**config.mk**
```make
export PLATFORM = sky130hd
export DESIGN_NAME = ccr_sqrt_cell
export DESIGN_NICKNAME = d
export VERILOG_FILES = /design/src/hw/rtl/ccr_pkg.sv /design/src/hw/rtl/ccr_sqrt_cell.sv
export SDC_FILE = /design/constraint.sdc
export NUM_CORES = 1
export LEC_CHECK = 0
export BUFFER_PORTS_ARGS = -buffer_cell sky130_fd_sc_hd__buf_2
export CAP_MARGIN = 20
export CELL_PAD_IN_SITES_DETAIL_PLACEMENT = 0
export CELL_PAD_IN_SITES_GLOBAL_PLACEMENT = 1
export CORE_UTILIZATION = 37
export CTS_CLUSTER_DIAMETER = 50
export CTS_CLUSTER_SIZE = 30
export DETAILED_ROUTE_END_ITERATION = 6
export GPL_TIMING_DRIVEN = 0
export PLACE_DENSITY = 0.8
export SLEW_MARGIN = 20
export SYNTH_ARGS = -nofsm -noshare
export SYNTH_HDL_FRONTEND = slang
export SYNTH_SLANG_ARGS = --single-unit
```
**constraint.sdc**
```tcl
create_clock -name clk -period 4.33 [get_ports clk]
set_clock_uncertainty 0.15 [all_clocks]
set_input_delay 0.433 -clock clk [delete_from_list [all_inputs] [get_ports clk]]
set_output_delay 0.433 -clock clk [all_outputs]
set_load 0.03 [all_outputs]
```
**src/hw/rtl/ccr_pkg.sv**
```systemverilog
// ----------------------------------------------------------------------------
// ccr_pkg
// Shared types and constants of the circumcircle center and radius pipeline.
// ----------------------------------------------------------------------------
`default_nettype none
package ccr_pkg;

  localparam int COORD_BITS_DEF = 16;
  localparam int FRAC_BITS_DEF  = 16;

  localparam int OUT_W    = 48;
  localparam int DIFF_EXP = 49;
  localparam int SQ_BITS  = 50;
  localparam int SQ_S_W   = 2 * SQ_BITS;
  localparam int SQ_R_W   = SQ_BITS + 2;
  localparam int SQ_LO    = 25;

  localparam logic signed [OUT_W-1:0] CTR_MAX = 48'sh7FFF_FFFF_FFFF;
  localparam logic signed [OUT_W-1:0] CTR_MIN = 48'sh8000_0000_0000;

  typedef struct packed {
    logic vld;
    logic gnz;
    logic negx;
    logic negy;
    logic sat;
    logic big;
  } ccr_ctl_t;

  typedef struct packed {
    logic                    has_circle;
    logic signed [OUT_W-1:0] center_x;
    logic signed [OUT_W-1:0] center_y;
    logic [OUT_W-1:0]        radius;
    logic                    saturated;
  } ccr_res_t;

endpackage
`default_nettype wire

```
**src/hw/rtl/ccr_sqrt_cell.sv**
```systemverilog
// ----------------------------------------------------------------------------
// ccr_sqrt_cell
// One digit step of the integer square root, two radicand bits per cell.
// ----------------------------------------------------------------------------
`default_nettype none
module ccr_sqrt_cell #(
  parameter int SW = 8
) (
  input  logic                         clk,
  input  logic                         rst_n,
  input  logic                         en,
  input  ccr_pkg::ccr_ctl_t            ctl_i,
  input  logic [ccr_pkg::SQ_R_W-1:0]   rem_i,
  input  logic [ccr_pkg::SQ_BITS-1:0]  root_i,
  input  logic [ccr_pkg::SQ_S_W-1:0]   rad_i,
  input  logic [SW-1:0]                side_i,
  output ccr_pkg::ccr_ctl_t            ctl_o,
  output logic [ccr_pkg::SQ_R_W-1:0]   rem_o,
  output logic [ccr_pkg::SQ_BITS-1:0]  root_o,
  output logic [ccr_pkg::SQ_S_W-1:0]   rad_o,
  output logic [SW-1:0]                side_o
);
  import ccr_pkg::*;

  logic [SQ_R_W+1:0]  t, trial;
  logic               ge;
  ccr_ctl_t           ctl_r;
  logic [SQ_R_W-1:0]  rem_r;
  logic [SQ_BITS-1:0] root_r;
  logic [SQ_S_W-1:0]  rad_r;
  logic [SW-1:0]      side_r;

  assign t     = {rem_i, rad_i[SQ_S_W-1 -: 2]};
  assign trial = (SQ_R_W + 2)'({root_i, 2'b01});
  assign ge    = t >= trial;

  always_ff @(posedge clk) begin
    if (!rst_n) begin
      ctl_r <= '0;
    end else if (en) begin
      ctl_r <= ctl_i;
    end
  end

  always_ff @(posedge clk) begin
    if (en) begin
      rem_r  <= ge ? SQ_R_W'(t - trial) : SQ_R_W'(t);
      root_r <= {root_i[SQ_BITS-2:0], ge};
      rad_r  <= {rad_i[SQ_S_W-3:0], 2'b00};
      side_r <= side_i;
    end
  end

  assign ctl_o  = ctl_r;
  assign rem_o  = rem_r;
  assign root_o = root_r;
  assign rad_o  = rad_r;
  assign side_o = side_r;
endmodule
`default_nettype wire
```
==> results of run 1 <==
power by group through the flow:
| stage | registers, W | logic [W] | clock network (W) |
|---|---|---|---|
| 2_1_floorplan | 0.00305 | 0.000468 | 0 |
| 3_3_place_gp | 0.00262 | 0.00139 | 0 |
| 3_5_place_dp | 0.00261 | 0.00141 | 0 |
| 4_1_cts | 0.00257 | 0.00153 | 0.00236 |
| 5_1_grt | 0.00259 | 0.00164 | 0.00245 |
| 6_report | 0.00258 | 0.00154 | 0.00233 |
path summary, 6_finish.rpt:
check | to | slack [ns] | cells after the start
min | rem_o[29]$_DFFE_PP_ | 0.03 | 3
max reg2reg | ctl_o[3]$_SDFFE_PN0P_ | 2.92 | 3
min reg2reg | ctl_o[1]$_SDFFE_PN0P_ | 0.41 | 2
max | rem_o[45]$_DFFE_PP_ | 0.45 | 14
layout make-up:
class | count | share of cell area
Multi-Input combinational cell | 528 | 0.224
Clock buffer | 28 | 0.0442
Timing Repair Buffer | 594 | 0.246
Buffer | 41 | 0.0129
Antenna cell | 5 | 0.000803
Clock inverter | 22 | 0.0171
Sequential cell | 214 | 0.408
Inverter | 71 | 0.0171
Tap cell | 372 | 0.0299
cell usage in the layout, fill, tap and decap left out, types with 5 or more instances in the layout:
cell,netlist,layout
buf_2,17,448
o21bai_1,8,8
nand2_1,89,89
nor3_1,9,9
o21ai_0,63,63
a21oi_1,64,64
mux2i_1,8,8
nand4_1,16,16
diode_2,0,5
nand3_1,12,12
o21a_1,6,6
clkbuf_1,19,19
nor2b_1,10,10
clkbuf_16,0,27
edfxtp_1,208,208
xor2_1,25,25
a21o_1,28,28
nor2_1,31,31
inv_8,0,5
dfxtp_1,6,6
ha_1,52,52
dlygate4sd3_1,0,160
xnor2_1,24,24
o21ai_1,11,11
inv_1,71,71
a31oi_1,5,5
per-layer routing:
layer / vias to the layer above / track usage / routed length (um)
met5: - / 0 / 0
met2: 404 / 0.410 / 17000
li1: 4374 / - / -
met4: 0 / 0.110 / 1600
met3: 94 / 0.0498 / 2230
met1: 4240 / 0.262 / 13500
sequential cells by signal, indices dropped and copies added, names as in the netlist:
| name | count |
|---|---|
| ctl_o | 6 |
| rad_o | 98 |
| side_o | 8 |
| root_o | 50 |
| rem_o | 52 |
through the flow:
step           worst slack (ns)   util  power (W)  instance area [um2]  setup TNS [ns]
2_1_floorplan              1.12      -    0.00352                10300               0
3_3_place_gp             -0.327  0.477    0.00401                13000           -4.55
3_5_place_dp              0.409  0.479    0.00402                13000               0
4_1_cts                   0.441  0.573    0.00645                15600               0
5_1_grt                   0.225  0.574    0.00669                15600               0
6_report                  0.454  0.574    0.00644                15600               0
timing repair:
item                      4_1_cts  5_1_grt
hold endpoints to repair      159        0
hold buffers                  160        0
buffers inserted                0        0
worst min-delay path: stages:
cell     delay (ns)
buf_2          0.09
nand2_1        0.04
o21ai_0        0.06
cell families (layout without fill, tap and decap cells):
group	Yosys count	in the layout	synth area share
muxes	10	10	0.00994
AOI/OAI and AO/OA	220	220	0.133
adders and majority gates	52	52	0.0630
other	1	7	0.000363
DFF	214	214	0.617
xor gates and xnor gates	49	49	0.0416
buffers and inverters	112	756	0.0453
and+or+nand+nor	195	195	0.0899
==> flow_metrics.tcl, run 1 <==
set metrics [dict create \
    area_delta_synth_final_pct 51.0 \
    core_um2 27200 \
    synthCells 853 \
    synth_seq_area_share 0.617 \
    layout.nets 1748 \
    cp_cell_sequence "dlygate4sd3_1, buf_2, inv_1, ha_1, nand2_1, o31ai_1, a31o_2, o21ai_1, a21oi_1, a221oi_1, o21ai_1, nand2_1, mux2i_1, o31ai_1" \
    slew_headroom 0.530 \
    rsz0062_at_grt "no" \
    hold_start "rem_i[27]" \
    dpl.hpwl_um 24100 \
    clock_power_share 0.361 \
    cts.htree.levels 1 \
    outcome "completed" \
    r2r-start "ctl_o[3]$_SDFFE_PN0P_" \
    cts_sinks 214 \
    rows 60 \
    synth_area_leaders "edfxtp_1 (61%), ha_1 (6.3%), nand2_1 (3.2%)" \
    fp.dieArea_um2 28600 \
    synth_cell_types 64 \
    yosys_warnings 0 \
    cap_violations 0 \
    pwr-share-comb 0.239 \
    seq_power_share 0.400 \
    antenna_found_initial 7 \
    multiInputGateArea_um2 3490 \
    period_share 0.895 \
    drv_slew 0 \
    fmax_mhz 258 \
    vias_per_cell 4.86 \
    syn_avg_cell_area_um2 12.1 \
    start_util 0.380 \
    die_h_um 169 \
    io_buffers 432 \
    hold_ws_ns 0.0257 \
    clock_latency_ns 0.55 \
    layout.area.seq_um2 6370 \
    grt_start_max_net_pins 108 \
    fin_cells 1875 \
    die_w_um 169 \
    yosysTopAreaCellShare 0.605 \
    critPathLaunch "root_i[2]" \
    dr.pass1.iters 5 \
    min_path_type "input pin to flop" \
    drive_above_1_share 0.343 \
    clockBufferDepth 3 \
    synth_top_cell_by_area "edfxtp_1" \
    worstMarginPinSlew_ns 0.695 \
    cts_root_buf "clkbuf_16" \
    routed_wl_um 34300 \
    synth_edf_count 208 \
    dp.cells 1660 \
    yosysMostFrequentCell "edfxtp_1" \
    critPathBufInv 3 \
    min_period_ns 3.88 \
    peakVddDrop_mv 0.299 \
    cp.arrival_ns 4.06 \
    ys.flop_type "edfxtp_1" \
    grt_pass1_vias 9235 \
    io_pins 435 \
    critPathKind "input pin to flop" \
    yosys-top-cells-count "edfxtp_1 (208), nand2_1 (89), inv_1 (71), a21oi_1 (64), o21ai_0 (63)" \
    finalSetupViolations 0 \
    routabilityCongestion 0.845 \
    async_flop_share 0 \
    required_ns 4.52 \
    leakage_nw 6.92 \
    n_fill_cell 2321 \
    drt-initial-drc-count 590 \
    grt_pass1_wl_um 51000 \
    power_density_nw_per_um2 413 \
    p_int_w 0.00436 \
    final-hold-violation-count 0 \
    max_stage_delay_ns 0.54 \
    overflow 0 \
    switching_share 0.323 \
    grt_use_total 0.230 \
    cp-start-kind "input pin" \
    cp-end-kind "flop" \
    crit_fanout 5 \
    synth-seq-cells 214 \
    post_drt_wl_per_cell_um 18.3 \
    cts_tree "built" \
    crit_slowest_cell "o21ai_1" \
    synth_area_um2 10300 \
    cts_buffers 27 \
    num_vias 9112 \
    cts.repair.resized 0 \
    cts.clk_slew.worst_paths_ns 0.07 \
    p_sw_w 0.00208 \
    drc_errors 0 \
    critPathTopFamily "compound AO/OA/AOI/OAI gates" \
    ant_nets 0 \
]
Power figures use the tool's default switching activity.
==> inputs of run 2 (changes only) <==
--- a/config.mk
+++ b/config.mk
@@ -15,6 +15,7 @@
 export DETAILED_ROUTE_END_ITERATION = 6
 export GPL_TIMING_DRIVEN = 0
 export PLACE_DENSITY = 0.8
+export RECOVER_POWER = 100
 export SLEW_MARGIN = 20
 export SYNTH_ARGS = -nofsm -noshare
 export SYNTH_HDL_FRONTEND = slang
==> run 2 against run 1 <==
Net effect:
- the flow now finishes with violations (max-capacitance violations, max-slew violations)
- critical path depth is the same
- sequential share of layout area grew 1.1 points
- global-route usage is the same
- combinational power shrank 5%
- clock power is essentially flat
- total power shrank 0.93%
- first-iteration DRC count is the same
- non-clock buffer count is the same
- register-to-register slack is essentially flat
- fmax shrank 3.9%
- die area is the same
- critical path type unchanged
- critical endpoint is now rem_o[39]$_DFFE_PP_
==> flow_metrics.tcl, run 2 (synthesis gave the netlist of run 1 again) <==
set metrics [dict create \
    hold_ws_ns 0.0268 \
    outcome "finished with violations" \
    grt_pass1_vias 9235 \
    grt_use_total 0.230 \
    grt_pass1_wl_um 51000 \
    crit_fanout 10 \
    cp_cell_sequence "dlygate4sd3_1, buf_2, inv_1, ha_1, a21oi_1, o21ai_0, o21a_1, o311a_1, o311ai_4, o31ai_4, a21oi_1, buf_6, clkbuf_2, mux2_1" \
    cp.arrival_ns 4.16 \
    clock_power_share 0.365 \
    clock_latency_ns 0.55 \
    cts.clk_slew.worst_paths_ns 0.07 \
    max_stage_delay_ns 0.52 \
    final-hold-violation-count 0 \
    cts.htree.levels 1 \
    multiInputGateArea_um2 3480 \
    switching_share 0.327 \
    dpl.hpwl_um 24100 \
    cp-end-kind "flop" \
    largest_reg_flops 98 \
    drv_slew 200 \
    cts_sinks 214 \
    cts_root_buf "clkbuf_16" \
    peakVddDrop_mv 0.291 \
    power_w 0.00638 \
    leakage_nw 6.13 \
    routabilityCongestion 0.845 \
    slew_headroom -0.755 \
    min_period_ns 4.03 \
    layout.cells.most_common_list "clkbuf_1 (297), edfxtp_1 (208), buf_2 (169), dlygate4sd3_1 (160), nand2_1 (89)" \
    num_vias 9105 \
    power_density_nw_per_um2 421 \
    start_util 0.380 \
    io_buffers 432 \
    vias_per_cell 4.86 \
    violations "max-capacitance violations, max-slew violations" \
    cp-start-kind "input pin" \
    rows 60 \
    routed_wl_um 34300 \
    path_common_cell "a21oi_1" \
    ant_nets 0 \
    dr.pass1.iters 5 \
    p_sw_w 0.00209 \
    fp.dieArea_um2 28600 \
    seq_power_share 0.406 \
    die_w_um 169 \
    critPathBufInv 5 \
    cap_violations 2 \
    layout.area.seq_um2 6370 \
    rsz0062_at_grt "no" \
    worstMarginPinSlew_ns 2.63 \
    layout.nets 1748 \
    cts_buffers 27 \
    core_um2 27200 \
    area_delta_synth_final_pct 46.9 \
    crit_slowest_cell "dlygate4sd3_1" \
    io_pins 435 \
    n_fill_cell 2479 \
    overflow 0 \
    drive_above_1_share 0.156 \
    cts_tree "built" \
    critPathTopFamily "compound AO/OA/AOI/OAI gates" \
    pwr-share-comb 0.229 \
    critPathKind "input pin to flop" \
    die_h_um 169 \
    finalCoreUtilization 0.558 \
    min_path_type "input pin to flop" \
    p_int_w 0.00429 \
    final_common_cell "clkbuf_1" \
    fmax_mhz 248 \
    required_ns 4.46 \
    period_share 0.931 \
    drt-initial-drc-count 590 \
    drc_errors 0 \
    post_drt_wl_per_cell_um 18.3 \
    grt_start_max_net_pins 108 \
    clockBufferDepth 3 \
    finalSetupViolations 0 \
    antenna_found_initial 7 \
]
## run 2: per-stage QoR
stage,instances,area [um2],TNS (ns),setup WS [ns]
after global placement,1658,13000,-4.55,-0.327
after global routing,1875,15200,0,0.113
after floorplan,854,10300,0,1.12
after CTS,1870,15600,0,0.441
final,1875,15200,0,0.298
after detailed placement,1660,13000,0,0.409
## run 2: timing repair
action,4_1_cts,5_1_grt
resized for setup,0,0
hold endpoints to repair,159,0
setup buffers,0,0
hold buffers,160,0
## run 2: final timing paths
kind                         start                    end  slack (ns)  cells past startpoint
max reg2reg  ctl_o[3]$_SDFFE_PN0P_  ctl_o[3]$_SDFFE_PN0P_        2.91                      3
min reg2reg  ctl_o[1]$_SDFFE_PN0P_  ctl_o[1]$_SDFFE_PN0P_        0.41                      2
max                      root_i[0]    rem_o[39]$_DFFE_PP_        0.30                     14
min                      rem_i[27]    rem_o[29]$_DFFE_PP_        0.03                      3
## run 2: tightest hold or removal path, stage by stage
cell and delay, ns:
buf_2 0.09, nand2_1 0.04, o21ai_0 0.06
## run 2: per-layer routing
metal | part of all wire | wire (um) | vias to the layer above | GRT usage
li1 | - | - | 4376 | -
met1 | 0.39 | 13500 | 4257 | 0.262
met2 | 0.50 | 17100 | 377 | 0.410
met3 | 0.063 | 2170 | 91 | 0.0498
met4 | 0.046 | 1570 | 4 | 0.110
met5 | 0.00073 | 25 | - | 0
## run 2: power by group through the flow
| stage | Combinational [W] | Sequential (W) | Clock [W] |
|---|---|---|---|
| 2_1_floorplan | 0.000468 | 0.00305 | 0 |
| 3_3_place_gp | 0.00139 | 0.00262 | 0 |
| 3_5_place_dp | 0.00141 | 0.00261 | 0 |
| 4_1_cts | 0.00153 | 0.00257 | 0.00236 |
| 5_1_grt | 0.00157 | 0.00261 | 0.00245 |
| 6_report | 0.00146 | 0.00259 | 0.00233 |
## run 2: final cells by class
cell class,instances,area share
clock buffers,28,0.0455
multi-input cells,528,0.229
clock inverters,22,0.0176
plain buffers,41,0.0123
flip-flops and latches,214,0.420
diodes,5,0.000825
repair buffers,594,0.226
well taps,372,0.0307
inverters,71,0.0176
==> inputs of run 3 (changes only) <==
--- a/config.mk
+++ b/config.mk
@@ -7,14 +7,12 @@
 export LEC_CHECK = 0
 export BUFFER_PORTS_ARGS = -buffer_cell sky130_fd_sc_hd__buf_2
 export CAP_MARGIN = 20
-export CELL_PAD_IN_SITES_DETAIL_PLACEMENT = 0
-export CELL_PAD_IN_SITES_GLOBAL_PLACEMENT = 1
-export CORE_UTILIZATION = 37
+export CORE_AREA = 2 2 169 171
 export CTS_CLUSTER_DIAMETER = 50
-export CTS_CLUSTER_SIZE = 30
 export DETAILED_ROUTE_END_ITERATION = 6
+export DIE_AREA = 0 0 171 173
 export GPL_TIMING_DRIVEN = 0
-export PLACE_DENSITY = 0.8
+export PLACE_DENSITY = 0.64
 export RECOVER_POWER = 100
 export SLEW_MARGIN = 20
 export SYNTH_ARGS = -nofsm -noshare
==> run 3 against run 2 <==
Net effect:
- the flow still finishes with violations (max-capacitance violations, max-slew violations)
- fmax increased by 0.56%
- sequential power is essentially flat
- global-route usage is 0.51 points lower
- combinational power about the same
- critical path type unchanged
- largest cell class unchanged
==> flow_metrics.tcl, run 3 (synthesis gave the netlist of run 1 again) <==
set metrics [dict create \
    critPathKind "input pin to flop" \
    seq_power_share 0.410 \
    cts.clk_slew.worst_paths_ns 0.06 \
    grt_use_total 0.225 \
    fmax_mhz 249 \
    antenna_found_initial 3 \
    pwr-share-comb 0.232 \
    start_util 0.374 \
    grt_start_max_net_pins 98 \
    cp.arrival_ns 4.13 \
    violations "max-capacitance violations, max-slew violations" \
    min_path_type "input pin to flop" \
    period_share 0.926 \
    area_delta_synth_final_pct 46.4 \
    cp-end-kind "flop" \
    grt_pass1_wl_um 51700 \
    final-hold-violation-count 0 \
    cp-start-kind "input pin" \
    cts_sinks 214 \
    vias_per_cell 4.83 \
    drive_above_1_share 0.161 \
    p_int_w 0.00432 \
    cts_setup_buffers 0 \
    finalInstanceArea_um2 15100 \
    drv_slew 189 \
    clockBufferDepth 3 \
    cts_buffers 29 \
    crit_fanout 6 \
    overflow 0 \
    rows 61 \
    post_drt_wl_per_cell_um 18.6 \
    drc_errors 0 \
    multiInputGateArea_um2 3480 \
    grt_pass1_vias 9310 \
    routabilityCongestion 0.910 \
    cap_violations 2 \
    clock_latency_ns 0.53 \
    io_pins 435 \
    n_fill_cell 2535 \
    power_density_nw_per_um2 418 \
    finalSetupViolations 0 \
    layout.nets 1745 \
    leakage_nw 6.12 \
    num_vias 9065 \
    outcome "finished with violations" \
    peakVddDrop_mv 0.256 \
    ff2ff_setup_slack_ns 3.46 \
    min_period_ns 4.01 \
    final_common_cell "clkbuf_1" \
    die_w_um 171 \
    cts.htree.levels 1 \
    drt-initial-drc-count 605 \
    die_h_um 173 \
    power_w 0.00632 \
    rsz0062_at_grt "no" \
    switching_share 0.317 \
    dr.pass1.iters 7 \
    worstMarginPinSlew_ns 2.39 \
    io_buffers 432 \
    routed_wl_um 34900 \
    cts_tree "built" \
    p_sw_w 0.00200 \
    cts_root_buf "clkbuf_16" \
    ant_nets 0 \
    clock_power_share 0.358 \
    required_ns 4.45 \
    fp.dieArea_um2 29600 \
    core_um2 27600 \
    largest_reg_flops 98 \
    place_area_um2 13000 \
    layout.area.seq_um2 6370 \
    dpl.hpwl_um 24700 \
    slew_headroom -0.596 \
    layout.cells.most_common_list "clkbuf_1 (292), edfxtp_1 (208), buf_2 (178), dlygate4sd3_1 (155), nand2_1 (89)" \
]
-- run 3: stage by stage --
step	setup WS (ns)	TNS (ns)	hold slack, ns	instances	util
floorplan	1.12	0	0.382	854	-
global placement	-0.445	-20.73	0.340	1664	0.469
global route	0.0916	0	0.0337	1875	0.547
detailed placement	0.349	0	0.355	1666	0.471
finish	0.321	0	0.0158	1875	0.547
CTS	0.369	0	0.00110	1873	0.561
-- run 3: layout make-up --
| class | count | area share |
|---|---|---|
| multi-input combinational | 528 | 0.231 |
| clock inverter | 20 | 0.0130 |
| antenna | 2 | 0.000331 |
| timing repair buffer | 589 | 0.224 |
| sequential | 214 | 0.421 |
| clock buffer | 32 | 0.0488 |
| buffer | 41 | 0.0131 |
| inverter | 71 | 0.0176 |
| tap | 378 | 0.0313 |
-- run 3: what timing repair did --
item	CTS	global route
endpoints found under the setup margin	0	0
hold buffers	155	0
resized for setup	0	0
endpoints found under the hold margin	155	0
-- run 3: critical path, stage by stage --
cell and delay (ns):
dlygate4sd3_1 0.53, clkbuf_1 0.11, inv_1 0.04, ha_1 0.35, and3_4 0.23, and3_1 0.20, a31o_2 0.32, o21ai_0 0.31
a21oi_1 0.21, a221oi_1 0.46, o21ai_1 0.34, a21oi_1 0.32, xor2_1 0.17, o21ai_0 0.10
-- run 3: path summary, 6_finish.rpt --
kind                         startpoint                     to  cells past startpoint
setup / recovery              root_i[5]    rem_o[49]$_DFFE_PP_                     14
hold reg to reg   ctl_o[0]$_SDFFE_PN0P_  ctl_o[0]$_SDFFE_PN0P_                      2
hold / removal                 ctl_i[0]  ctl_o[0]$_SDFFE_PN0P_                      3
setup reg to reg  ctl_o[3]$_SDFFE_PN0P_  ctl_o[3]$_SDFFE_PN0P_                      2
-- run 3: power groups by stage --
stage / combinational, W / sequential [W] / clock (W)
6_report: 0.00147 / 0.00259 / 0.00226
5_1_grt: 0.00158 / 0.00261 / 0.00240
4_1_cts: 0.00154 / 0.00257 / 0.00231
3_5_place_dp: 0.00142 / 0.00261 / 0
3_3_place_gp: 0.00140 / 0.00262 / 0
2_1_floorplan: 0.000468 / 0.00305 / 0
-- run 3: metal layers --
layer / routed length (um) / track usage / vias to the layer above
li1: - / - / 4366
met1: 13300 / 0.251 / 4245
met2: 17600 / 0.407 / 373
met3: 2400 / 0.0490 / 79
met4: 1580 / 0.100 / 2
met5: 12 / 0 / -
