[src/hw/rtl/ccr_pkg.sv]
// ----------------------------------------------------------------------------
// ccr_pkg
// Shared types and constants of the circumcircle center and radius pipeline.
// ----------------------------------------------------------------------------
`default_nettype none
package ccr_pkg;

  localparam int COORD_BITS_DEF = 16;
  localparam int FRAC_BITS_DEF  = 16;

  localparam int OUT_W    = 48;
  localparam int DIFF_EXP = 49;
  localparam int SQ_BITS  = 50;
  localparam int SQ_S_W   = 2 * SQ_BITS;
  localparam int SQ_R_W   = SQ_BITS + 2;
  localparam int SQ_LO    = 25;

  localparam logic signed [OUT_W-1:0] CTR_MAX = 48'sh7FFF_FFFF_FFFF;
  localparam logic signed [OUT_W-1:0] CTR_MIN = 48'sh8000_0000_0000;

  typedef struct packed {
    logic vld;
    logic gnz;
    logic negx;
    logic negy;
    logic sat;
    logic big;
  } ccr_ctl_t;

  typedef struct packed {
    logic                    has_circle;
    logic signed [OUT_W-1:0] center_x;
    logic signed [OUT_W-1:0] center_y;
    logic [OUT_W-1:0]        radius;
    logic                    saturated;
  } ccr_res_t;

endpackage
`default_nettype wire

[src/hw/rtl/ccr_div_cell.sv]
// ----------------------------------------------------------------------------
// ccr_div_cell
// One restoring division step for both center coordinates, shared divisor.
// ----------------------------------------------------------------------------
`default_nettype none
module ccr_div_cell #(
  parameter int GW = 8,
  parameter int DW = 8,
  parameter int SW = 8
) (
  input  logic              clk,
  input  logic              rst_n,
  input  logic              en,
  input  ccr_pkg::ccr_ctl_t ctl_i,
  input  logic [GW-1:0]     div_i,
  input  logic [GW-1:0]     remx_i,
  input  logic [DW-1:0]     dqx_i,
  input  logic [GW-1:0]     remy_i,
  input  logic [DW-1:0]     dqy_i,
  input  logic [SW-1:0]     side_i,
  output ccr_pkg::ccr_ctl_t ctl_o,
  output logic [GW-1:0]     div_o,
  output logic [GW-1:0]     remx_o,
  output logic [DW-1:0]     dqx_o,
  output logic [GW-1:0]     remy_o,
  output logic [DW-1:0]     dqy_o,
  output logic [SW-1:0]     side_o
);
  import ccr_pkg::*;

  logic [GW:0]   tx, ty, dv;
  logic          gex, gey;
  logic [GW-1:0] remx_nxt, remy_nxt;
  logic [DW-1:0] dqx_nxt, dqy_nxt;

  ccr_ctl_t      ctl_r;
  logic [GW-1:0] div_r, remx_r, remy_r;
  logic [DW-1:0] dqx_r, dqy_r;
  logic [SW-1:0] side_r;

  assign dv  = {1'b0, div_i};
  assign tx  = {remx_i, dqx_i[DW-1]};
  assign ty  = {remy_i, dqy_i[DW-1]};
  assign gex = tx >= dv;
  assign gey = ty >= dv;
  assign remx_nxt = gex ? GW'(tx - dv) : tx[GW-1:0];
  assign remy_nxt = gey ? GW'(ty - dv) : ty[GW-1:0];
  assign dqx_nxt  = {dqx_i[DW-2:0], gex};
  assign dqy_nxt  = {dqy_i[DW-2:0], gey};

  always_ff @(posedge clk) begin
    if (!rst_n) begin
      ctl_r <= '0;
    end else if (en) begin
      ctl_r <= ctl_i;
    end
  end

  always_ff @(posedge clk) begin
    if (en) begin
      div_r  <= div_i;
      remx_r <= remx_nxt;
      remy_r <= remy_nxt;
      dqx_r  <= dqx_nxt;
      dqy_r  <= dqy_nxt;
      side_r <= side_i;
    end
  end

  assign ctl_o  = ctl_r;
  assign div_o  = div_r;
  assign remx_o = remx_r;
  assign remy_o = remy_r;
  assign dqx_o  = dqx_r;
  assign dqy_o  = dqy_r;
  assign side_o = side_r;
endmodule
`default_nettype wire

[config.mk]
export PLATFORM = sky130hd
export DESIGN_NAME = ccr_div_cell
export DESIGN_NICKNAME = d
export VERILOG_FILES = /design/src/hw/rtl/ccr_pkg.sv /design/src/hw/rtl/ccr_div_cell.sv
export SDC_FILE = /design/constraint.sdc
export NUM_CORES = 1
export LEC_CHECK = 0
export ABC_CLOCK_PERIOD_IN_PS = 2500
export BUFFER_PORTS_ARGS = -buffer_cell sky130_fd_sc_hd__buf_2
export CORE_ASPECT_RATIO = 1.4
export CORE_MARGIN = 2
export CORE_UTILIZATION = 25
export CTS_CLUSTER_SIZE = 10
export DETAILED_ROUTE_END_ITERATION = 12
export PLACE_DENSITY_LB_ADDON = 0.05
export SLEW_MARGIN = 20
export SYNTH_ARGS = -nofsm -noshare
export SYNTH_HDL_FRONTEND = slang
export SYNTH_SLANG_ARGS = --single-unit
[constraint.sdc]
create_clock -name clk -period 2.5 [get_ports clk]
set_input_delay 0.25 -clock clk [delete_from_list [all_inputs] [get_ports clk]]
set_output_delay 0.25 -clock clk [all_outputs]
set_load 0.005 [all_outputs]
==> flow_summary.html, run 1 <==
<table>
<tr><th>Metric</th><th>Value</th></tr>
<tr><th colspan="2">Synth</th></tr>
<tr><td>EDFF count, synth</td><td>48</td></tr>
<tr><td>Synth warn</td><td>0</td></tr>
<tr><td>Netlist Area Pre-Place</td><td>2680 um^2</td></tr>
<tr><td>Distinct cell type count of the synthesized netlist</td><td>42</td></tr>
<tr><td>Post-synthesis area per instance</td><td>13.8 um^2</td></tr>
<tr><td>Most common flop cell mapped by yosys</td><td>edfxtp_1</td></tr>
<tr><td>FF+latch count, synth</td><td>54</td></tr>
<tr><td>Share of synthesized flip-flops with an asynchronous set or reset</td><td>0%</td></tr>
<tr><td>Share of synthesized area occupied by flip-flops and latches</td><td>58.3%</td></tr>
<tr><td>Post-Syn Instances</td><td>194</td></tr>
<tr><td>Net Count, Synth</td><td>269</td></tr>
<tr><th colspan="2">STA</th></tr>
<tr><td>Unrepaired setup endpoints after global routing</td><td>false</td></tr>
<tr><td>Peak clock frequency supported by timing</td><td>497 MHz</td></tr>
<tr><td>Final count of hold timing violations</td><td>0</td></tr>
<tr><td>Final period utilization</td><td>80.5%</td></tr>
<tr><td>Accumulated negative setup slack</td><td>0 ps</td></tr>
<tr><td>Max-slew headroom at the worst pin</td><td>68.9%</td></tr>
<tr><td>Final setup violation count</td><td>0</td></tr>
<tr><td>Slew at the pin closest to its max-slew limit</td><td>462 ps</td></tr>
<tr><td>Period minus WS final</td><td>2010 ps</td></tr>
<tr><td>Setup clock skew after layout</td><td>0 ps</td></tr>
<tr><td>Hold WS</td><td>128 ps</td></tr>
<tr><td>Minimum setup slack in the final design</td><td>487 ps</td></tr>
<tr><td>Max-slew violations</td><td>0</td></tr>
<tr><th colspan="2">Global route</th></tr>
<tr><td>Wire length of the first global-routing pass</td><td>9910 um</td></tr>
<tr><td>Number of antenna violations at the first check in global routing</td><td>1</td></tr>
<tr><td>Pin count of the biggest net entering global routing</td><td>47</td></tr>
<tr><td>Overall overflow remaining after global route</td><td>0</td></tr>
<tr><td>Via count of the first global-routing pass</td><td>1998</td></tr>
<tr><td>Global Route Usage Sum</td><td>11.0%</td></tr>
<tr><th colspan="2">CTS</th></tr>
<tr><td>CTS hold repair buffers</td><td>0</td></tr>
<tr><td>Total CTS buffers</td><td>5</td></tr>
<tr><td>CTS Root Cell</td><td>clkbuf_16</td></tr>
<tr><td>Clock-pin slew of the registers on the worst-case setup and hold paths</td><td>70 ps</td></tr>
<tr><td>Clk_lat worst skew</td><td>290 ps</td></tr>
<tr><td>Buffers from clock root to sink, at most</td><td>2</td></tr>
<tr><td>Clock tree sinks</td><td>54</td></tr>
<tr><td>CTS HTree Levels</td><td>2</td></tr>
<tr><td>CTS tree</td><td>done</td></tr>
<tr><td>Postcts setup bufs</td><td>0</td></tr>
<tr><td>Count of instances resized after the clock tree is built</td><td>0</td></tr>
<tr><th colspan="2">Setup path</th></tr>
<tr><td>Crit end category</td><td>flip-flop</td></tr>
<tr><td>Maximum fanout encountered on the critical timing path</td><td>8</td></tr>
<tr><td>Setup CP Type</td><td>in2reg</td></tr>
<tr><td>Kind of start point of the critical path</td><td>primary input</td></tr>
<tr><td>End of the worst register-to-register path</td><td>ctl_o[5]</td></tr>
<tr><td>Setup slack on the worst flop-to-flop path</td><td>1890 ps</td></tr>
<tr><td>Reg2reg start</td><td>ctl_o[5]</td></tr>
<tr><td>Depth of the most critical reg-to-reg path</td><td>2</td></tr>
<tr><td>Required time of the worst setup path</td><td>2550 ps</td></tr>
<tr><td>Worst EP arrival</td><td>2060 ps</td></tr>
<tr><th colspan="2">Routing</th></tr>
<tr><td>Vias per cell</td><td>4.27</td></tr>
<tr><td>DR WL met2</td><td>3470 um</td></tr>
<tr><td>Vias after detailed routing</td><td>1936</td></tr>
<tr><td>Drt first pass iters</td><td>3</td></tr>
<tr><td>Post-route DRC</td><td>0</td></tr>
<tr><td>Post-DR wirelength/cell</td><td>14.1 um</td></tr>
<tr><td>Post-DRT Antenna Nets</td><td>0</td></tr>
<tr><td>Top metal layer carrying routed signals</td><td>met4</td></tr>
<tr><td>Count of routing violations after the opening detailed-route iteration</td><td>57</td></tr>
<tr><td>Met3 wirelength from detailed routing</td><td>427 um</td></tr>
<tr><td>Detailed-route wire length</td><td>6390 um</td></tr>
<tr><td>Met1 Routed Length</td><td>2360 um</td></tr>
<tr><th colspan="2">Die</th></tr>
<tr><td>Core region area</td><td>10400 um^2</td></tr>
<tr><td>Site Rows</td><td>44</td></tr>
<tr><td>Die height</td><td>127 um</td></tr>
<tr><td>Top-Level Pins</td><td>111</td></tr>
<tr><td>Initial cell density of the core</td><td>25.8%</td></tr>
<tr><td>Chip Width</td><td>91.5 um</td></tr>
<tr><td>Total die area</td><td>11600 um^2</td></tr>
<tr><th colspan="2">Run status</th></tr>
<tr><td>Status</td><td>complete, no violations</td></tr>
<tr><th colspan="2">Min path</th></tr>
<tr><td>Worst hold path stage count</td><td>1</td></tr>
<tr><td>Hold path start</td><td>side_i[4]</td></tr>
<tr><td>Worst Hold Class</td><td>in2reg</td></tr>
<tr><td>Worst Hold Endpoint</td><td>side_o[4]</td></tr>
<tr><th colspan="2">Power and ir drop</th></tr>
<tr><td>Peak supply drop</td><td>274 uV</td></tr>
<tr><td>Internal power</td><td>1.77 mW</td></tr>
<tr><td>Reg power frac</td><td>47.3%</td></tr>
<tr><td>Share of total power in combinational logic</td><td>20.2%</td></tr>
<tr><td>Overall power</td><td>2.34 mW</td></tr>
<tr><td>Power per standard cell area</td><td>648 nW/um^2</td></tr>
<tr><td>Leakage power</td><td>1.62 nW</td></tr>
<tr><td>Net switching power</td><td>0.570 mW</td></tr>
<tr><td>Switching share of power</td><td>24.4%</td></tr>
<tr><td>Relative contribution of the clock network to total power</td><td>32.5%</td></tr>
<tr><th colspan="2">Placement</th></tr>
<tr><td>Total instance count after detailed placement</td><td>444</td></tr>
<tr><td>Post-placement setup slack</td><td>156 ps</td></tr>
<tr><td>Total half-perimeter wirelength after legalization and detailed placement</td><td>5110 um</td></tr>
<tr><td>Placed cell areas</td><td>3440 um^2</td></tr>
<tr><td>Quantity of I/O buffers inserted on ports</td><td>110</td></tr>
<tr><td>RD Place Congestion</td><td>0.773</td></tr>
<tr><th colspan="2">Finish</th></tr>
<tr><td>Cell area after layout</td><td>3610 um^2</td></tr>
<tr><td>Final nets</td><td>388</td></tr>
<tr><td>Filler Cells Inserted</td><td>1056</td></tr>
<tr><td>Layout Utilization</td><td>34.7%</td></tr>
<tr><td>Area occupied by registers</td><td>1560 um^2</td></tr>
<tr><td>Post-route insts no fill</td><td>453</td></tr>
<tr><td>Footprint of the multi-input gates</td><td>1020 um^2</td></tr>
<tr><td>Layout-stage area growth over the synthesis result</td><td>34.6%</td></tr>
<tr><td>Share of final-layout standard cells stronger than drive strength 1</td><td>45.2%</td></tr>
<tr><th colspan="2">Flow run</th></tr>
<tr><td>Max_cap viols</td><td>0</td></tr>
</table>
-- synth_stat cells, types with 5 or more instances --
master	n	area, um^2
inv_1	17	63.8
xnor2_1	5	43.8
mux2i_1	10	100
o21ai_0	5	25.0
edfxtp_1	48	1440
mux2_4	6	90.1
nor3_1	7	35.0
dfxtp_1	6	120
a21o_1	5	37.5
mux2_2	5	56.3
nor2b_1	8	50.1
ha_1	16	200
nor2_1	6	22.5
a21oi_1	6	30.0
-- worst max-delay path: stages --
cell and delay (ps):
buf_2 90, inv_1 60, ha_1 360, a21o_1 260
a2111oi_2 360, o21a_1 160, buf_4 190, mux2_4 310
-- worst max-delay path by stage --
stage          depth (start not counted)         to      from
6_report                               8  remx_o[5]  div_i[6]
5_1_grt                                8  remx_o[5]  div_i[6]
4_1_cts                                8  remx_o[3]  div_i[6]
3_5_place_dp                           8  remx_o[5]  div_i[6]
3_3_place_gp                           8  remx_o[7]  div_i[6]
2_1_floorplan                          7  remx_o[2]  div_i[6]
-- layer usage --
metal	vias up	global-route usage, %
li1	969	-
met1	895	11.4
met2	65	20.4
met3	7	2.79
met4	0	5.44
met5	-	0
-- sequential cells by signal (all words and copies together), names as in the netlist --
name,count
remx_o,8
div_o,8
side_o,8
dqx_o,8
dqy_o,8
remy_o,8
ctl_o,6
-- cell families after synthesis --
group | count (synthesis) | synth area share (%)
xor gates and xnor gates | 6 | 1.96
and+or+nand+nor | 37 | 7.28
AOI/OAI and AO/OA | 36 | 10.8
muxes | 21 | 9.20
DFF | 54 | 58.3
adders and majority gates | 18 | 8.96
buffers and inverters | 22 | 3.50
-- power groups by stage --
stage | clock network (mW) | registers (mW) | logic [mW]
2_1_floorplan | 0 | 1.14 | 0.249
3_3_place_gp | 0 | 1.13 | 0.484
3_5_place_dp | 0 | 1.13 | 0.482
4_1_cts | 0.805 | 1.11 | 0.484
5_1_grt | 0.826 | 1.12 | 0.527
6_report | 0.760 | 1.11 | 0.472
-- cell usage in the layout (no fill, tap or decap), types with 2 or more instances in the layout --
| master | netlist | final |
|---|---|---|
| nand2_1 | 4 | 4 |
| mux2_4 | 6 | 6 |
| nor3_1 | 7 | 7 |
| inv_1 | 17 | 17 |
| a21oi_1 | 6 | 6 |
| buf_4 | 0 | 6 |
| mux2i_1 | 10 | 10 |
| o21a_1 | 3 | 3 |
| mux2_2 | 5 | 5 |
| edfxtp_1 | 48 | 48 |
| xnor2_1 | 5 | 5 |
| o31a_1 | 2 | 2 |
| ha_1 | 16 | 16 |
| nand2b_1 | 2 | 2 |
| a211oi_1 | 2 | 2 |
| a211o_1 | 2 | 2 |
| fa_1 | 2 | 2 |
| clkbuf_16 | 0 | 6 |
| o21ai_0 | 5 | 5 |
| a21o_1 | 5 | 5 |
| nand3_1 | 4 | 4 |
| nor2b_1 | 8 | 8 |
| dfxtp_1 | 6 | 6 |
| buf_2 | 2 | 110 |
| a311o_1 | 2 | 2 |
| nor4_1 | 2 | 2 |
| nor2_1 | 6 | 6 |
-- cell type report --
class	instances	share of cell area (%)
antenna	1	0.0693
clock buffer	6	4.16
clock inverter	2	0.485
inverter	17	1.77
multi-input combinational	118	28.4
sequential	54	43.3
tap	138	4.79
timing repair buffer	117	17.1
No activity file was read; power rests on OpenSTA's default activity.
==> inputs of run 2 (changes only) <==
--- a/config.mk
+++ b/config.mk
@@ -5,7 +5,8 @@
 export SDC_FILE = /design/constraint.sdc
 export NUM_CORES = 1
 export LEC_CHECK = 0
-export ABC_CLOCK_PERIOD_IN_PS = 2500
+export ABC_AREA = 1
+export ABC_CLOCK_PERIOD_IN_PS = 1600
 export BUFFER_PORTS_ARGS = -buffer_cell sky130_fd_sc_hd__buf_2
 export CORE_ASPECT_RATIO = 1.4
 export CORE_MARGIN = 2
==> constraint.sdc (replaced) <==
create_clock -name clk -period 1.6 [get_ports clk]
set_input_delay 0.16 -clock clk [delete_from_list [all_inputs] [get_ports clk]]
set_output_delay 0.16 -clock clk [all_outputs]
set_load 0.005 [all_outputs]
==> run 2 against run 1 <==
Net effect:
- flip-flop and latch count unchanged
- clock power grew 46%
- combinational power is 78% higher
- register-to-register slack got worse by 910 ps
- non-clock buffer count rose by 29
- sequential power is 56% higher
- largest power group unchanged
==> flow_summary.html, run 2 <==
<table>
<tr><th>Metric</th><th>Value</th></tr>
<tr><th colspan="2">STA</th></tr>
<tr><td>Period minus WS final</td><td>1430 ps</td></tr>
<tr><td>Final setup violation count</td><td>0</td></tr>
<tr><td>Slew at the pin closest to its max-slew limit</td><td>298 ps</td></tr>
<tr><td>Minimum setup slack in the final design</td><td>168 ps</td></tr>
<tr><td>Max-slew headroom at the worst pin</td><td>80.1%</td></tr>
<tr><td>Max-slew violations</td><td>0</td></tr>
<tr><td>Peak clock frequency supported by timing</td><td>698 MHz</td></tr>
<tr><td>Accumulated negative setup slack</td><td>0 ps</td></tr>
<tr><td>Final count of hold timing violations</td><td>0</td></tr>
<tr><td>Final period utilization</td><td>89.5%</td></tr>
<tr><td>Setup clock skew after layout</td><td>0 ps</td></tr>
<tr><td>Unrepaired setup endpoints after global routing</td><td>false</td></tr>
<tr><th colspan="2">Die</th></tr>
<tr><td>Chip Width</td><td>94.1 um</td></tr>
<tr><td>Die height</td><td>130 um</td></tr>
<tr><td>Total die area</td><td>12200 um^2</td></tr>
<tr><td>Top-Level Pins</td><td>111</td></tr>
<tr><td>Site Rows</td><td>46</td></tr>
<tr><td>Initial cell density of the core</td><td>25.3%</td></tr>
<tr><td>Core region area</td><td>11200 um^2</td></tr>
<tr><th colspan="2">Routing</th></tr>
<tr><td>Drt first pass iters</td><td>4</td></tr>
<tr><td>Detailed-route wire length</td><td>7590 um</td></tr>
<tr><td>Vias after detailed routing</td><td>2378</td></tr>
<tr><td>Vias per cell</td><td>4.08</td></tr>
<tr><td>Count of routing violations after the opening detailed-route iteration</td><td>66</td></tr>
<tr><td>Post-DR wirelength/cell</td><td>13.0 um</td></tr>
<tr><td>Post-DRT Antenna Nets</td><td>0</td></tr>
<tr><td>Post-route DRC</td><td>0</td></tr>
<tr><th colspan="2">Global route</th></tr>
<tr><td>Overall overflow remaining after global route</td><td>0</td></tr>
<tr><td>Wire length of the first global-routing pass</td><td>11900 um</td></tr>
<tr><td>Pin count of the biggest net entering global routing</td><td>25</td></tr>
<tr><td>Number of antenna violations at the first check in global routing</td><td>0</td></tr>
<tr><td>Global Route Usage Sum</td><td>12.7%</td></tr>
<tr><td>Via count of the first global-routing pass</td><td>2392</td></tr>
<tr><th colspan="2">CTS</th></tr>
<tr><td>CTS tree</td><td>done</td></tr>
<tr><td>Buffers from clock root to sink, at most</td><td>2</td></tr>
<tr><td>Clk_lat worst skew</td><td>290 ps</td></tr>
<tr><td>CTS Root Cell</td><td>clkbuf_16</td></tr>
<tr><td>Clock tree sinks</td><td>54</td></tr>
<tr><td>Clock-pin slew of the registers on the worst-case setup and hold paths</td><td>70 ps</td></tr>
<tr><td>Total CTS buffers</td><td>5</td></tr>
<tr><td>CTS HTree Levels</td><td>2</td></tr>
<tr><th colspan="2">Synth</th></tr>
<tr><td>EDFF count, synth</td><td>48</td></tr>
<tr><td>Netlist Area Pre-Place</td><td>2840 um^2</td></tr>
<tr><td>Distinct cell type count of the synthesized netlist</td><td>25</td></tr>
<tr><td>Most instantiated cells after synthesis</td><td>nand2_1 (81), edfxtp_1 (48), inv_1 (37)</td></tr>
<tr><td>Synth warn</td><td>0</td></tr>
<tr><td>Cell accounting for the most synthesized area</td><td>edfxtp_1</td></tr>
<tr><td>Share of synthesized flip-flops with an asynchronous set or reset</td><td>0%</td></tr>
<tr><td>Share of synthesized area occupied by flip-flops and latches</td><td>55.0%</td></tr>
<tr><td>FF+latch count, synth</td><td>54</td></tr>
<tr><td>Count leader, synth</td><td>nand2_1</td></tr>
<tr><td>Post-synthesis area per instance</td><td>9.89 um^2</td></tr>
<tr><td>Share of Yosys cell area claimed by the top area cell type</td><td>50.8%</td></tr>
<tr><td>Post-Syn Instances</td><td>287</td></tr>
<tr><td>Top cells by area in the synthesized netlist</td><td>edfxtp_1 (51%), nand2_1 (11%), ha_1 (7.1%), nand3_1 (5.1%), inv_1 (4.9%)</td></tr>
<tr><td>Net Count, Synth</td><td>362</td></tr>
<tr><td>Most common flop cell mapped by yosys</td><td>edfxtp_1</td></tr>
<tr><th colspan="2">Run status</th></tr>
<tr><td>Status</td><td>complete, no violations</td></tr>
<tr><th colspan="2">Min path</th></tr>
<tr><td>Worst Hold Class</td><td>in2reg</td></tr>
<tr><td>Hold path start</td><td>side_i[6]</td></tr>
<tr><th colspan="2">Setup path</th></tr>
<tr><td>Crit path from</td><td>div_i[2]</td></tr>
<tr><td>Required time of the worst setup path</td><td>1660 ps</td></tr>
<tr><td>Crit-path max cell delay</td><td>410 ps</td></tr>
<tr><td>Crit end category</td><td>flip-flop</td></tr>
<tr><td>Setup CP Type</td><td>in2reg</td></tr>
<tr><td>Cell type with the highest occurrence count on the critical path</td><td>nand2_1</td></tr>
<tr><td>Cell-by-cell listing of the critical path</td><td>buf_2 &gt; inv_1 &gt; ha_1 &gt; nand2_1 &gt; nor2_1 &gt; nand2_1 &gt; nor2_2 &gt; nor2_4 &gt; buf_4 &gt; nand3_1 &gt; nand2_1</td></tr>
<tr><td>Kind of start point of the critical path</td><td>primary input</td></tr>
<tr><td>Reg2reg start</td><td>ctl_o[4]</td></tr>
<tr><td>Library cell contributing the largest single delay on the critical path</td><td>ha_1</td></tr>
<tr><td>Worst EP arrival</td><td>1490 ps</td></tr>
<tr><td>Maximum fanout encountered on the critical timing path</td><td>6</td></tr>
<tr><th colspan="2">Power and ir drop</th></tr>
<tr><td>Power per standard cell area</td><td>922 nW/um^2</td></tr>
<tr><td>Peak supply drop</td><td>442 uV</td></tr>
<tr><td>Leakage power</td><td>2.00 nW</td></tr>
<tr><td>Overall power</td><td>3.68 mW</td></tr>
<tr><th colspan="2">Finish</th></tr>
<tr><td>Layout-stage area growth over the synthesis result</td><td>40.5%</td></tr>
<tr><td>Share of final-layout standard cells stronger than drive strength 1</td><td>40.5%</td></tr>
<tr><td>Antenna Diode Count</td><td>0</td></tr>
<tr><td>Final nets</td><td>513</td></tr>
<tr><td>Leading cell types in the layout, fill and taps excluded</td><td>buf_2 (110), nand2_1 (81), edfxtp_1 (48)</td></tr>
<tr><td>Commonest non-fill, non-tap cell in the layout</td><td>buf_2</td></tr>
<tr><th colspan="2">Placement</th></tr>
<tr><td>Total half-perimeter wirelength after legalization and detailed placement</td><td>6180 um</td></tr>
<tr><td>Quantity of I/O buffers inserted on ports</td><td>110</td></tr>
<tr><td>Post-placement setup slack</td><td>-246 ps</td></tr>
<tr><td>RD Place Congestion</td><td>0.796</td></tr>
<tr><th colspan="2">Flow run</th></tr>
<tr><td>Max_cap viols</td><td>0</td></tr>
</table>
==> run 2: repair_timing <==
action | CTS | global route
resized for setup | 0 | 0
endpoints found under the setup margin | 0 | 8
buffers inserted | 0 | 2
hold buffers | 0 | 0
==> run 2: cell families after synthesis <==
kind of cell,Yosys count,share of synthesized area [%]
AO/OA/AOI/OAI,14,2.73
XOR/XNOR,6,1.85
adder cells (fa/ha/maj),18,8.46
buffers and inverters,42,6.13
flip-flops,54,55.0
AND/OR/NAND/NOR,153,25.8
==> run 2: report_power, final <==
part	switching (mW)	internal (mW)	leakage (nW)
logic	0.447	0.393	1.41
registers	0.0313	1.70	0.519
clock network	0.527	0.582	0.0679
==> run 2: final cells by class <==
type / count / area [um^2]
flip-flops and latches: 54 / 1560
clock inverters: 3 / 20.0
multi-input cells: 191 / 1100
repair buffers: 146 / 846
inverters: 40 / 151
fillers: 1205 / 7240
well taps: 144 / 180
clock buffers: 5 / 125
==> run 2: worst paths after layout <==
kind               endpoint  slack (ps)  cells past startpoint
setup reg to reg   ctl_o[4]         980                      2
hold reg to reg    ctl_o[3]         500                      2
hold / removal    side_o[6]          40                      1
setup / recovery  remx_o[0]         170                     11
==> run 2: critical path, delay by kind of cell <==
| family | cells | cell delay, ps |
|---|---|---|
| buffers and inverters | 3 | 320 |
| AND/OR/NAND/NOR | 7 | 610 |
| adder cells (fa/ha/maj) | 1 | 410 |
==> run 2: metal layers <==
metal	global-route usage, %	vias up	share of wire (%)	routed length (um)
met5	0	-	0	0
met4	4.09	0	1.3	101
met3	2.60	5	6.3	477
met2	22.7	88	50	3770
met1	15.3	1038	43	3250
li1	-	1247	-	-
==> run 2: through the flow <==
step                instance area, um^2  hold slack (ps)  utilization, %  cells
global route                       3990             26.5            35.5    583
finish                             3990             37.3            35.5    583
floorplan                          2840              259               -    287
detailed placement                 3810              338            34.0    573
CTS                                3960             26.2            35.3    581
global placement                   3810              338            34.0    573
